===== config.mk =====
export PLATFORM = sky130hd
export DESIGN_NAME = dfps_queue
export DESIGN_NICKNAME = d
export VERILOG_FILES = /design/src/design/dfps_pkg.sv /design/src/design/dfps_queue.sv
export SDC_FILE = /design/constraint.sdc
export NUM_CORES = 1
export LEC_CHECK = 0
export BUFFER_PORTS_ARGS = -buffer_cell sky130_fd_sc_hd__buf_2
export CORE_ASPECT_RATIO = 0.5
export CORE_UTILIZATION = 47
export CTS_CLUSTER_DIAMETER = 100
export DETAILED_ROUTE_END_ITERATION = 12
export GPL_TIMING_DRIVEN = 0
export MAX_ROUTING_LAYER = met4
export PLACE_DENSITY_LB_ADDON = 0.2
export SYNTH_ARGS = -nofsm -noshare
export SYNTH_HDL_FRONTEND = slang
export SYNTH_SLANG_ARGS = --single-unit

===== constraint.sdc =====
create_clock -name clk -period 3.7 [get_ports clk]
set_input_delay 0.74 -clock clk [delete_from_list [all_inputs] [get_ports clk]]
set_output_delay 0.74 -clock clk [all_outputs]
set_load 0.03 [all_outputs]

===== src/design/dfps_pkg.sv =====
// Shared types and constants for the deduplicating point store.
// No dependencies; imported by the front, queue, back and checker modules.
package dfps_pkg;

  typedef enum logic [1:0] {
    OP_INSERT = 2'd0,
    OP_READ   = 2'd1,
    OP_SAVE   = 2'd2,
    OP_NONE   = 2'd3
  } op_t;

  localparam logic [2:0] ST_INSERTED  = 3'd0;
  localparam logic [2:0] ST_EVICTED   = 3'd1;
  localparam logic [2:0] ST_DUPLICATE = 3'd2;
  localparam logic [2:0] ST_NONFINITE = 3'd3;
  localparam logic [2:0] ST_READ_OK   = 3'd4;
  localparam logic [2:0] ST_RANGE     = 3'd5;
  localparam logic [2:0] ST_SAVED     = 3'd6;

  localparam int RAW_W   = 24;
  localparam int IDX_W   = 16;
  localparam int LIMIT_W = 17;
  localparam int LIMIT_RESET = 65536;

  // 2^35 / 10 rounded up; exact quotient for dividends below 2^32
  localparam logic [31:0] RECIP10 = 32'hCCCCCCCD;

  // Classified request handed from the front to the back
  typedef struct packed {
    op_t                op;
    logic               finite;
    logic signed [31:0] x;
    logic signed [31:0] y;
    logic signed [31:0] z;
    logic [IDX_W-1:0]   index;
  } req_t;

endpackage


===== src/design/dfps_queue.sv =====
// Two-entry request queue between front and back.
// Depends on dfps_pkg for the request type.
module dfps_queue
  import dfps_pkg::*;
(
  input  logic clk,
  input  logic rst,
  input  logic push_valid,
  output logic push_ready,
  input  req_t push_item,
  output logic pop_valid,
  input  logic pop_ready,
  output req_t pop_item
);

  req_t       entry [2];
  logic       wr_ptr;
  logic       rd_ptr;
  logic [1:0] fill;
  logic       do_push;
  logic       do_pop;

  assign push_ready = (fill != 2'd2);
  assign pop_valid  = (fill != 2'd0);
  assign pop_item   = entry[rd_ptr];
  assign do_push    = push_valid && push_ready;
  assign do_pop     = pop_valid && pop_ready;

  // Advance pointers and fill level
  always_ff @(posedge clk) begin
    if (rst) begin
      wr_ptr <= 1'b0;
      rd_ptr <= 1'b0;
      fill   <= 2'd0;
    end else begin
      if (do_push) wr_ptr <= !wr_ptr;
      if (do_pop) rd_ptr <= !rd_ptr;
      fill <= fill + 2'(do_push) - 2'(do_pop);
    end
    if (do_push) entry[wr_ptr] <= push_item;
  end

endmodule


# After elaboration in Yosys (flattened, before gate mapping)
# Memories as Yosys holds them, arrays and structs flattened. A register that Yosys moved wholly into a read port is not among the register bits.
# Cells that the tools add are included.
# totals
ram_bits,230
mem_bits_ro,0
latchBits,0
mem_count,1
in_bits,119
ff_bits,4
elab_cells,16
output_inout_bits,117
# memory_table
memory,depth,width,read_ports,rd_ports_with_merged_regs,write_ports,line_no,source
entry,2,115,1,1,1,dfps_queue.sv:16,req_t entry [2];
# classes
reduce_logical,5
shift,0
mul,0
n_bitwise,0
order_cmp,0
n_eq_ne,1
n_div,0
n_mux,4
addsub,2
# op_table
cell,n
2-to-1 mux 1 bit,4
adder 2 x 1 -> 2 bit,1
logical AND 1 bit,2
zero test 1 bit,2
"inequality test 2 bit, second input constant",1
nonzero test 2 bit,1
subtractor 2 x 1 -> 2 bit,1

# Longest topological paths before layout
# Gate-level depths: netlist (run 1).
# depth
depth_word,4
mapped_depth,6
depth_no_buf,6

# Worst setup path after synthesis (run 1)
# Ideal clock, no wire load.
# synth_path
path_kind,reg2reg
startpoint,register fill[0]
endpoint,memory entry[1][0] (netlist name) (enable)
required_time_ps,3212
path_buffers,0
t_arrival_ps,3510
path_stages_with_launch,3
setup_slack_ps,-298
cell_sequence,dfxtp_1 nand2b_1 and3_1
# synth_between
elab_chain_len,4
# synth_rtl
item,line_no,source
"start, declared",dfps_queue.sv:19,logic [1:0] fill;
"start signal, assigned",dfps_queue.sv:38,fill <= fill + 2'(do_push) - 2'(do_pop);
inequality test 2 bit,dfps_queue.sv:23,assign push_ready = (fill != 2'd2);
net push_ready,dfps_queue.sv:9,"output logic push_ready,"
logical AND 1 bit,dfps_queue.sv:26,assign do_push = push_valid && push_ready;
2-to-1 mux 1 bit,dfps_queue.sv:40,if (do_push) entry[wr_ptr] <= push_item;
2-to-1 mux 1 bit (implied by the code),dfps_queue.sv:40,
"end, declared",dfps_queue.sv:16,
# The timed path passes the listed nets, and every way through them passes these cells.

==> results.ini, run 1 <==
[timing]
fin_crit_sh_pct = 69.1
holdWs_ns = 0.441
setup_viol = 0
max_slew_margin_pct = 70.1
worst_pin_slew_ns = 0.449
hold_viol = 0
rsz0062_at_grt = false
period_needed_ns = 2.56
worst_slack_ns = 1.14
fmax_mhz = 391
slew_violations = 0
fin_worst_skew_ns = 0.00573

[synth]
post_synth.cell_area_avg_um2 = 22.6
ys_top_cells_by_count = 230 x edfxtp_1, 65 x mux2_2, 50 x mux2_4
ys_types = 24
syn-cell-area_um2 = 8760
synth_top_area_share_pct = 78.9
syn_nets = 507
yosys.area.top_type = edfxtp_1
synth.most_common_cell = edfxtp_1
synth-edff-count = 230
synthCells = 387
synth_top_flop_cell = edfxtp_1
yosysSeqAreaShare_pct = 80.0
ys_ff_latch = 235
synth-async-reset-ratio_pct = 0
yosysWarnings = 0
synthTopCellsByArea = edfxtp_1 79%, mux2_4 8.6%, mux2_2 8.4%

[power]
pwr-share-comb_pct = 27.4
swShare_pct = 29.9
p_clk_share_pct = 27.3
p_leak_uw = 0.00418
peakVddDrop_mv = 0.386
total_power_uw = 7280
switching_power_uw = 2180
power_density_nw_per_um2 = 666
p_seq_share_pct = 45.3
p_int_uw = 5100

[die]
rows = 34
die_y_um = 98.5
die-area_um2 = 19200
start_util_pct = 49.3
ios = 236
die_w_um = 195
core_area_um2 = 17800

[worst_setup_path]
path_cells = buf_6, buf_6, buf_6, mux2_4, buf_2
worstSetupEndpoint = pop_item[82]
critPathMaxFanout = 10
worstSetupPathType = reg -> out
slowest_delay_ns = 0.32
worst_setup_path_end_kind = output pin
crit_top_cell = buf_6
cp_slowest_cell = dfxtp_1
critPathRequiredTime_ns = 2.96
r2r_cells = 4
r2r_slack_ns = 1.61
start_kind = register
regToRegEndpoint = entry[1][88]$_DFFE_PP_
cp.arrival_ns = 1.82
r2r_start = fill[0]$_SDFF_PP0_

[grt]
grt_usage_pct = 16.9
grt_overflow = 0
grt_pass1_wl_mm = 24.3
grt_pass1_vias = 4567
antenna_found_initial = 0
groute.layer.met2.usage_pct = 29.0
busiest_layer = met2
grt_max_degree = 83
met1_usage_pct = 20.9
grt_util_met3_pct = 3.25

[detailed_routing]
via_per_inst = 4.96
via_count = 4438
wl_mm = 16.0
wl_per_cell_um = 17.9
drc = 0
first_pass_iters = 4
drt-initial-drc-count = 158
antenna_left = 0

[clocking]
insertion_delay_ns = 0.48
clkSinkCount = 235
ctsHoldBuffers = 0
cts_buffer_depth = 3
cts_tree = done
root_buffer = clkbuf_16
cts_setup_buffers = 0
clkSlewWorstSetupHoldPaths_ns = 0.07
cts_buffers = 21
cts.repair.resized = 0
htreeDepth = 1

[finish]
diodes = 0
area_growth_pct = 24.8
nFillCells = 1365
layout-drive-gt1-share_pct = 60.0
layout.nets = 768

[place]
dp_slack_ns = 1.32
portBuffers = 235
gp_congestion = 0.738
dp_hpwl_mm = 10.7

[min_path]
hold_path_class = in -> reg

[flow_run]
drv_cap = 0

[status]
run_status = finished clean

[worst max-delay path, delay by kind of cell (launching register included)]
kind,cells,cell delay [ns]
buffers and inverters,4,0.68
flip-flops,1,0.32
multiplexers,1,0.32
[metal layers]
metal  vias up  wire, um
met5         -         0
met4         0       346
met3        29       737
met2       127      8180
met1      2215      6740
li1       2067         -
[kinds of logic (layout without fill, tap and decap cells)]
group / after synthesis / after routing / synth area share [%]
DFF: 235 / 235 / 80.0
muxes: 115 / 115 / 16.9
and+or+nand+nor: 15 / 15 / 1.04
buffers and inverters: 14 / 287 / 1.29
AOI/OAI and AO/OA: 6 / 6 / 0.500
adders and majority gates: 1 / 1 / 0.143
xor gates and xnor gates: 1 / 1 / 0.100
[stage by stage]
step                      util, %  std cells  cell area (um^2)  setup TNS [ns]
after floorplan                 -        387              8760               0
after global placement       57.5        856             10200         -155.45
after detailed placement     58.0        859             10300               0
after CTS                    61.4        894             10900               0
after global routing         61.4        894             10900               0
final                        61.4        894             10900               0
[area by class of cell]
cell class / instances / area [um^2] / area share (%)
well taps: 234 / 293 / 2.68
plain buffers: 13 / 109 / 0.996
clock buffers: 27 / 548 / 5.02
flip-flops and latches: 235 / 7010 / 64.1
clock inverters: 8 / 58.8 / 0.538
repair buffers: 238 / 1260 / 11.5
inverters: 1 / 8.76 / 0.0802
multi-input cells: 138 / 1640 / 15.0
[cell usage in the layout (no fill, tap or decap)]
cell type / Yosys / routed
edfxtp_1: 230 / 230
mux2_2: 65 / 65
and3_4: 0 / 1
mux2_4: 50 / 50
buf_6: 7 / 7
clkbuf_16: 0 / 21
nor2_1: 4 / 4
and3_1: 2 / 1
buf_2: 6 / 241
nor2b_1: 2 / 2
clkinv_2: 0 / 2
nand3b_1: 1 / 1
ha_1: 1 / 1
o31a_1: 1 / 1
clkbuf_1: 0 / 6
a21oi_1: 1 / 1
inv_6: 0 / 1
nand2b_1: 1 / 1
nand3_1: 1 / 1
buf_16: 0 / 3
bufinv_16: 0 / 1
o21ai_0: 2 / 2
or2_2: 1 / 1
nor4bb_1: 1 / 1
nor4_1: 1 / 1
dfxtp_1: 5 / 5
nor3_2: 1 / 1
clkinv_1: 0 / 5
xor2_1: 1 / 1
o21ba_2: 1 / 1
a21bo_2: 1 / 1
[power groups by stage]
stage	combinational (uW)	sequential (uW)	clock [uW]
floorplan	1480	3350	0
global placement	1980	3380	0
detailed placement	2020	3350	0
CTS	2020	3300	2050
global route	2100	3320	2150
finish	1990	3290	1990
[sequential cells by signal, indices dropped and copies added, names as in the netlist, named ones only]
signal,cells
fill,2
entry,230
rd_ptr,1
wr_ptr,1
[worst min-delay path by stage]
stage | slack (ns) | cells after the start | to | startpoint
5_1_grt | 0.42 | 1 | entry[0][105]$_DFFE_PP_ | push_item[105]
3_5_place_dp | 0.52 | 2 | register | rd_ptr$_SDFFE_PP0P_
4_1_cts | 0.42 | 1 | entry[1][69]$_DFFE_PP_ | push_item[69]
2_1_floorplan | 0.47 | 2 | register | rd_ptr$_SDFFE_PP0P_
6_report | 0.44 | 1 | entry[0][40]$_DFFE_PP_ | push_item[40]
3_3_place_gp | 0.49 | 2 | rd_ptr$_SDFFE_PP0P_ | rd_ptr$_SDFFE_PP0P_
(Power assumes the default switching activity.)
==> run 2: changes to the inputs <==
--- a/config.mk
+++ b/config.mk
@@ -7,7 +7,7 @@
 export LEC_CHECK = 0
 export BUFFER_PORTS_ARGS = -buffer_cell sky130_fd_sc_hd__buf_2
 export CORE_ASPECT_RATIO = 0.5
-export CORE_UTILIZATION = 47
+export CORE_UTILIZATION = 52
 export CTS_CLUSTER_DIAMETER = 100
 export DETAILED_ROUTE_END_ITERATION = 12
 export GPL_TIMING_DRIVEN = 0
==> constraint.sdc (replaced) <==
create_clock -name clk -period 2.45 [get_ports clk]
set_input_delay 0.49 -clock clk [delete_from_list [all_inputs] [get_ports clk]]
set_output_delay 0.49 -clock clk [all_outputs]
set_load 0.03 [all_outputs]
==> run 2 against run 1 <==
  * Via count shrank 1.6%
  * Routed wire length decreased by 4.3%
  * Critical path depth unchanged
  * Hold slack got worse by 0.25 ns
  * Cell count decreased by 0.45%
  * Highest routed layer unchanged
  * First-iteration DRC count rose by 9.5%
  * Die area decreased by 9.5%
==> results.ini, run 2 (same netlist as run 1, synthesis figures left out) <==
[worst_setup_path]
critical-path-top-delay-family = buffers and inverters
path_cells = buf_6, buf_6, buf_6, mux2_4, buf_2
critPathRequiredTime_ns = 1.96
crit_top_cell = buf_6
cp.arrival_ns = 1.82
start_kind = register
r2r_slack_ns = 0.30
worstSetupPathType = reg -> out
worst-path-buf-inv = 4
critPathMaxFanout = 10
cp_slowest_cell = dfxtp_1
worst_setup_path_end_kind = output pin
slowest_delay_ns = 0.33

[clocking]
ctsHoldBuffers = 0
cts_tree = done
insertion_delay_ns = 0.49
htreeDepth = 1
clkSinkCount = 235
cts_buffers = 21
cts.repair.resized = 0
clkSlewWorstSetupHoldPaths_ns = 0.06
root_buffer = clkbuf_16
cts_setup_buffers = 0
cts_buffer_depth = 3

[timing]
fmax_mhz = 433
max_slew_margin_pct = 48.0
fin_crit_sh_pct = 94.2
hold_viol = 0
setup_viol = 0
rsz0062_at_grt = false
worst_pin_slew_ns = 0.780
period_needed_ns = 2.31
slew_violations = 0
fin_worst_skew_ns = 0.00985
holdWs_ns = 0.186

[detailed_routing]
first_pass_iters = 4
drt-initial-drc-count = 173
antenna_left = 0
via_per_inst = 4.91
via_count = 4366
wl_mm = 15.3
drc = 0
wl_per_cell_um = 17.2

[place]
dp_hpwl_mm = 10.2
portBuffers = 235
gp_congestion = 0.711

[status]
run_status = finished clean

[finish]
area_growth_pct = 24.6
nFillCells = 1180
regMostFlops = entry
final_cell_mix = 241 x buf_2, 230 x edfxtp_1, 65 x mux2_2, 50 x mux2_4, 21 x clkbuf_16
largest_reg_flops = 230
mostFrequentLayoutCell = buf_2
layout.nets = 769
final_util_pct = 66.4
top_regs = entry: 230 flops, fill: 2 flops
layout-drive-gt1-share_pct = 60.4

[die]
die-area_um2 = 17400
core_area_um2 = 16400
start_util_pct = 53.3
ios = 236
die_y_um = 93.8
rows = 33
die_w_um = 186

[grt]
grt_pass1_wl_mm = 22.5
grt_usage_pct = 17.5
grt_overflow = 0
grt_pass1_vias = 4481
grt_max_degree = 63
antenna_found_initial = 1

[power]
peakVddDrop_mv = 0.690
switching_power_uw = 3260
p_int_uw = 7620
p_seq_share_pct = 45.8
p_clk_share_pct = 26.7
pwr-share-comb_pct = 27.6
power_density_nw_per_um2 = 997
swShare_pct = 30.0
p_leak_uw = 0.00417

[min_path]
hold_path_class = in -> reg

[flow_run]
drv_cap = 0

[run 2: layer usage]
layer	GRT usage, %	part of all wire, %
met5	-	0
met4	4.17	1.7
met3	4.26	6.1
met2	30.6	51
met1	20.7	41
[run 2: through the flow]
| step | instances | cell area [um^2] | power [uW] | setup WS, ns | TNS [ns] |
|---|---|---|---|---|---|
| 2_1_floorplan | 387 | 8770 | 7300 | -0.326 | -38.31 |
| 3_3_place_gp | 849 | 10200 | 8050 | -1.51 | -273.92 |
| 3_5_place_dp | 853 | 10300 | 8110 | 0.120 | 0 |
| 4_1_cts | 889 | 10900 | 11000 | 0.0943 | 0 |
| 5_1_grt | 890 | 10900 | 11300 | 0.0541 | 0 |
| 6_report | 890 | 10900 | 10900 | 0.142 | 0 |
[run 2: path summary, 6_finish.rpt]
kind | from | to | cells after the start
setup reg to reg | fill[0]$_SDFF_PP0_ | entry[0][70]$_DFFE_PP_ | 5
setup / recovery | register | pop_item[81] | 5
hold reg to reg | rd_ptr$_SDFFE_PP0P_ | rd_ptr$_SDFFE_PP0P_ | 2
hold / removal | push_item[32] | entry[0][32]$_DFFE_PP_ | 1
[run 2: power by group through the flow]
stage | registers, uW | logic (uW) | clock network (uW)
2_1_floorplan | 5060 | 2240 | 0
3_3_place_gp | 5090 | 2970 | 0
3_5_place_dp | 5070 | 3040 | 0
4_1_cts | 4980 | 3050 | 2990
5_1_grt | 5010 | 3190 | 3130
6_report | 4980 | 3000 | 2900
[run 2: area by class of cell]
type / instances / area [um^2] / share of cell area (%)
inverter: 1 / 7.51 / 0.0688
timing repair buffer: 239 / 1260 / 11.6
sequential: 235 / 7010 / 64.2
clock inverter: 8 / 33.8 / 0.310
multi-input combinational: 138 / 1650 / 15.1
buffer: 13 / 109 / 0.997
clock buffer: 28 / 552 / 5.06
antenna: 1 / 2.50 / 0.0229
tap: 227 / 284 / 2.60
==> run 3: changes to the inputs <==
--- a/config.mk
+++ b/config.mk
@@ -6,8 +6,10 @@
 export NUM_CORES = 1
 export LEC_CHECK = 0
 export BUFFER_PORTS_ARGS = -buffer_cell sky130_fd_sc_hd__buf_2
+export CELL_PAD_IN_SITES_DETAIL_PLACEMENT = 0
+export CELL_PAD_IN_SITES_GLOBAL_PLACEMENT = 1
 export CORE_ASPECT_RATIO = 0.5
-export CORE_UTILIZATION = 52
+export CORE_UTILIZATION = 44
 export CTS_CLUSTER_DIAMETER = 100
 export DETAILED_ROUTE_END_ITERATION = 12
 export GPL_TIMING_DRIVEN = 0
==> run 3 against run 2 <==
  * Setup slack got worse by 0.0077 ns
  * Routed wire length increased by 2.7%
  * Power increased by 3.9%
  * Clock power increased by 14%
  * Die area increased by 18%
  * Largest cell class unchanged
  * Final area increased by 1.4%
==> results.ini, run 3 (same netlist as run 1, synthesis figures left out) <==
[finish]
multi_input_area_um2 = 1650
top_regs = entry: 230 flops, fill: 2 flops
regMostFlops = entry
area_growth_pct = 26.4
register_area_um2 = 7010
mostFrequentLayoutCell = buf_2
nFillCells = 1551
fin_cells = 931
layout.nets = 770
final_util_pct = 56.9
diodes = 0
layout-drive-gt1-share_pct = 60.5
largest_reg_flops = 230
final_area_um2 = 11100
final_cell_mix = 241 x buf_2, 230 x edfxtp_1, 65 x mux2_2, 50 x mux2_4, 23 x clkbuf_16

[power]
total_power_uw = 11300
power_density_nw_per_um2 = 1020
peakVddDrop_mv = 0.684
p_leak_uw = 0.00422

[die]
ios = 236
core_area_um2 = 19500
start_util_pct = 45.0
die-area_um2 = 20500
die_w_um = 202
rows = 36
die_y_um = 102

[grt]
grt_overflow = 0
grt_pass1_wl_mm = 23.5
antenna_found_initial = 0
grt_pass1_vias = 4345
grt_usage_pct = 15.6
grt_max_degree = 60

[flow_run]
drv_cap = 0

[worst_setup_path]
cp.arrival_ns = 1.83
r2r_slack_ns = 0.42
critPathRequiredTime_ns = 1.96
worstSetupPathType = reg -> out
r2r_start = fill[0]$_SDFF_PP0_
critPathMaxFanout = 10
worst_setup_path_end_kind = output pin
start_kind = register
regToRegEndpoint = entry[1][105]$_DFFE_PP_
r2r_cells = 3

[min_path]
worstHoldPathCells = 1
hold-path-endpoint = entry[0][39]$_DFFE_PP_
hold_path_class = in -> reg
worstHoldStart = push_item[39]

[status]
run_status = finished clean

[place]
post-place-cells = 892
gp_congestion = 0.677
place_area_um2 = 10400
dp_hpwl_mm = 10.4
portBuffers = 235

[timing]
rsz0062_at_grt = false
fin_crit_sh_pct = 94.5
worst_pin_slew_ns = 0.861
fin_worst_skew_ns = 0.0129
tns_ns = 0
fmax_mhz = 432
setup_viol = 0
slew_violations = 0
hold_viol = 0
period_needed_ns = 2.32
max_slew_margin_pct = 42.6

[clocking]
htreeDepth = 1
insertion_delay_ns = 0.50
cts_tree = done
cts.repair.resized = 0
cts_buffer_depth = 3
cts_setup_buffers = 0
root_buffer = clkbuf_16
ctsHoldBuffers = 0
clkSlewWorstSetupHoldPaths_ns = 0.07
cts_buffers = 22
clkSinkCount = 235

[detailed_routing]
via_count = 4320
wl_mm = 15.7
wl_per_cell_um = 16.9
first_pass_iters = 4
drc = 0
via_per_inst = 4.64
antenna_left = 0
drt-initial-drc-count = 159

-- run 3: cell count changes in the layout (fill, tap and decap cells not counted) --
cell | before | now
buf_16 | 1 | 2
clkinv_1 | 5 | 7
diode_2 | 1 | 0
clkbuf_16 | 21 | 23
clkinv_2 | 3 | 1
buf_12 | 3 | 2
clkbuf_1 | 7 | 6
bufinv_16 | 0 | 2
-- run 3: layer usage --
layer / vias up / wire length [um] / GRT usage, %
met5: - / 0 / -
met3: 29 / 779 / 4.05
li1: 2064 / - / -
met4: 0 / 342 / 4.37
met2: 108 / 7770 / 25.4
met1: 2119 / 6830 / 19.6
-- run 3: area by class of cell --
type | instances | share of cell area [%]
timing repair buffer | 239 | 11.5
buffer | 13 | 0.983
sequential | 235 | 63.3
tap | 266 | 3.01
inverter | 1 | 0.0678
clock buffer | 29 | 5.40
clock inverter | 10 | 0.825
multi-input combinational | 138 | 14.9
-- run 3: power breakdown --
group / total [uW] / switching, uW / internal (uW)
clock network: 3310 / 1380 / 1920
registers: 4970 / 94.8 / 4880
logic: 3020 / 1850 / 1170
total: 11300 / 3330 / 7970
-- run 3: worst max-delay path by stage --
stage	depth (start not counted)	slack, ns	to	startpoint
after floorplan	3	-0.33	entry[0][0]$_DFFE_PP_	fill[0]$_SDFF_PP0_
after global placement	3	-1.58	entry[0][105]$_DFFE_PP_	push_valid
after detailed placement	3	0.22	entry[1][105]$_DFFE_PP_	push_valid
after CTS	5	0.08	pop_item[97]	register
after global routing	5	0.03	pop_item[69]	register
final	5	0.13	pop_item[110]	register
-- run 3: worst max-delay path: stages, from the launching register on --
cell and delay [ns]:
dfxtp_1 0.32, buf_6 0.13, buf_6 0.17, buf_6 0.20, mux2_4 0.32, buf_2 0.18
-- run 3: stage by stage --
step / setup slack [ns] / hold slack (ns)
after floorplan: -0.326 / 0.472
after global placement: -1.58 / 0.491
after detailed placement: 0.220 / 0.501
after CTS: 0.0808 / 0.147
after global routing: 0.0303 / 0.144
final: 0.135 / 0.171
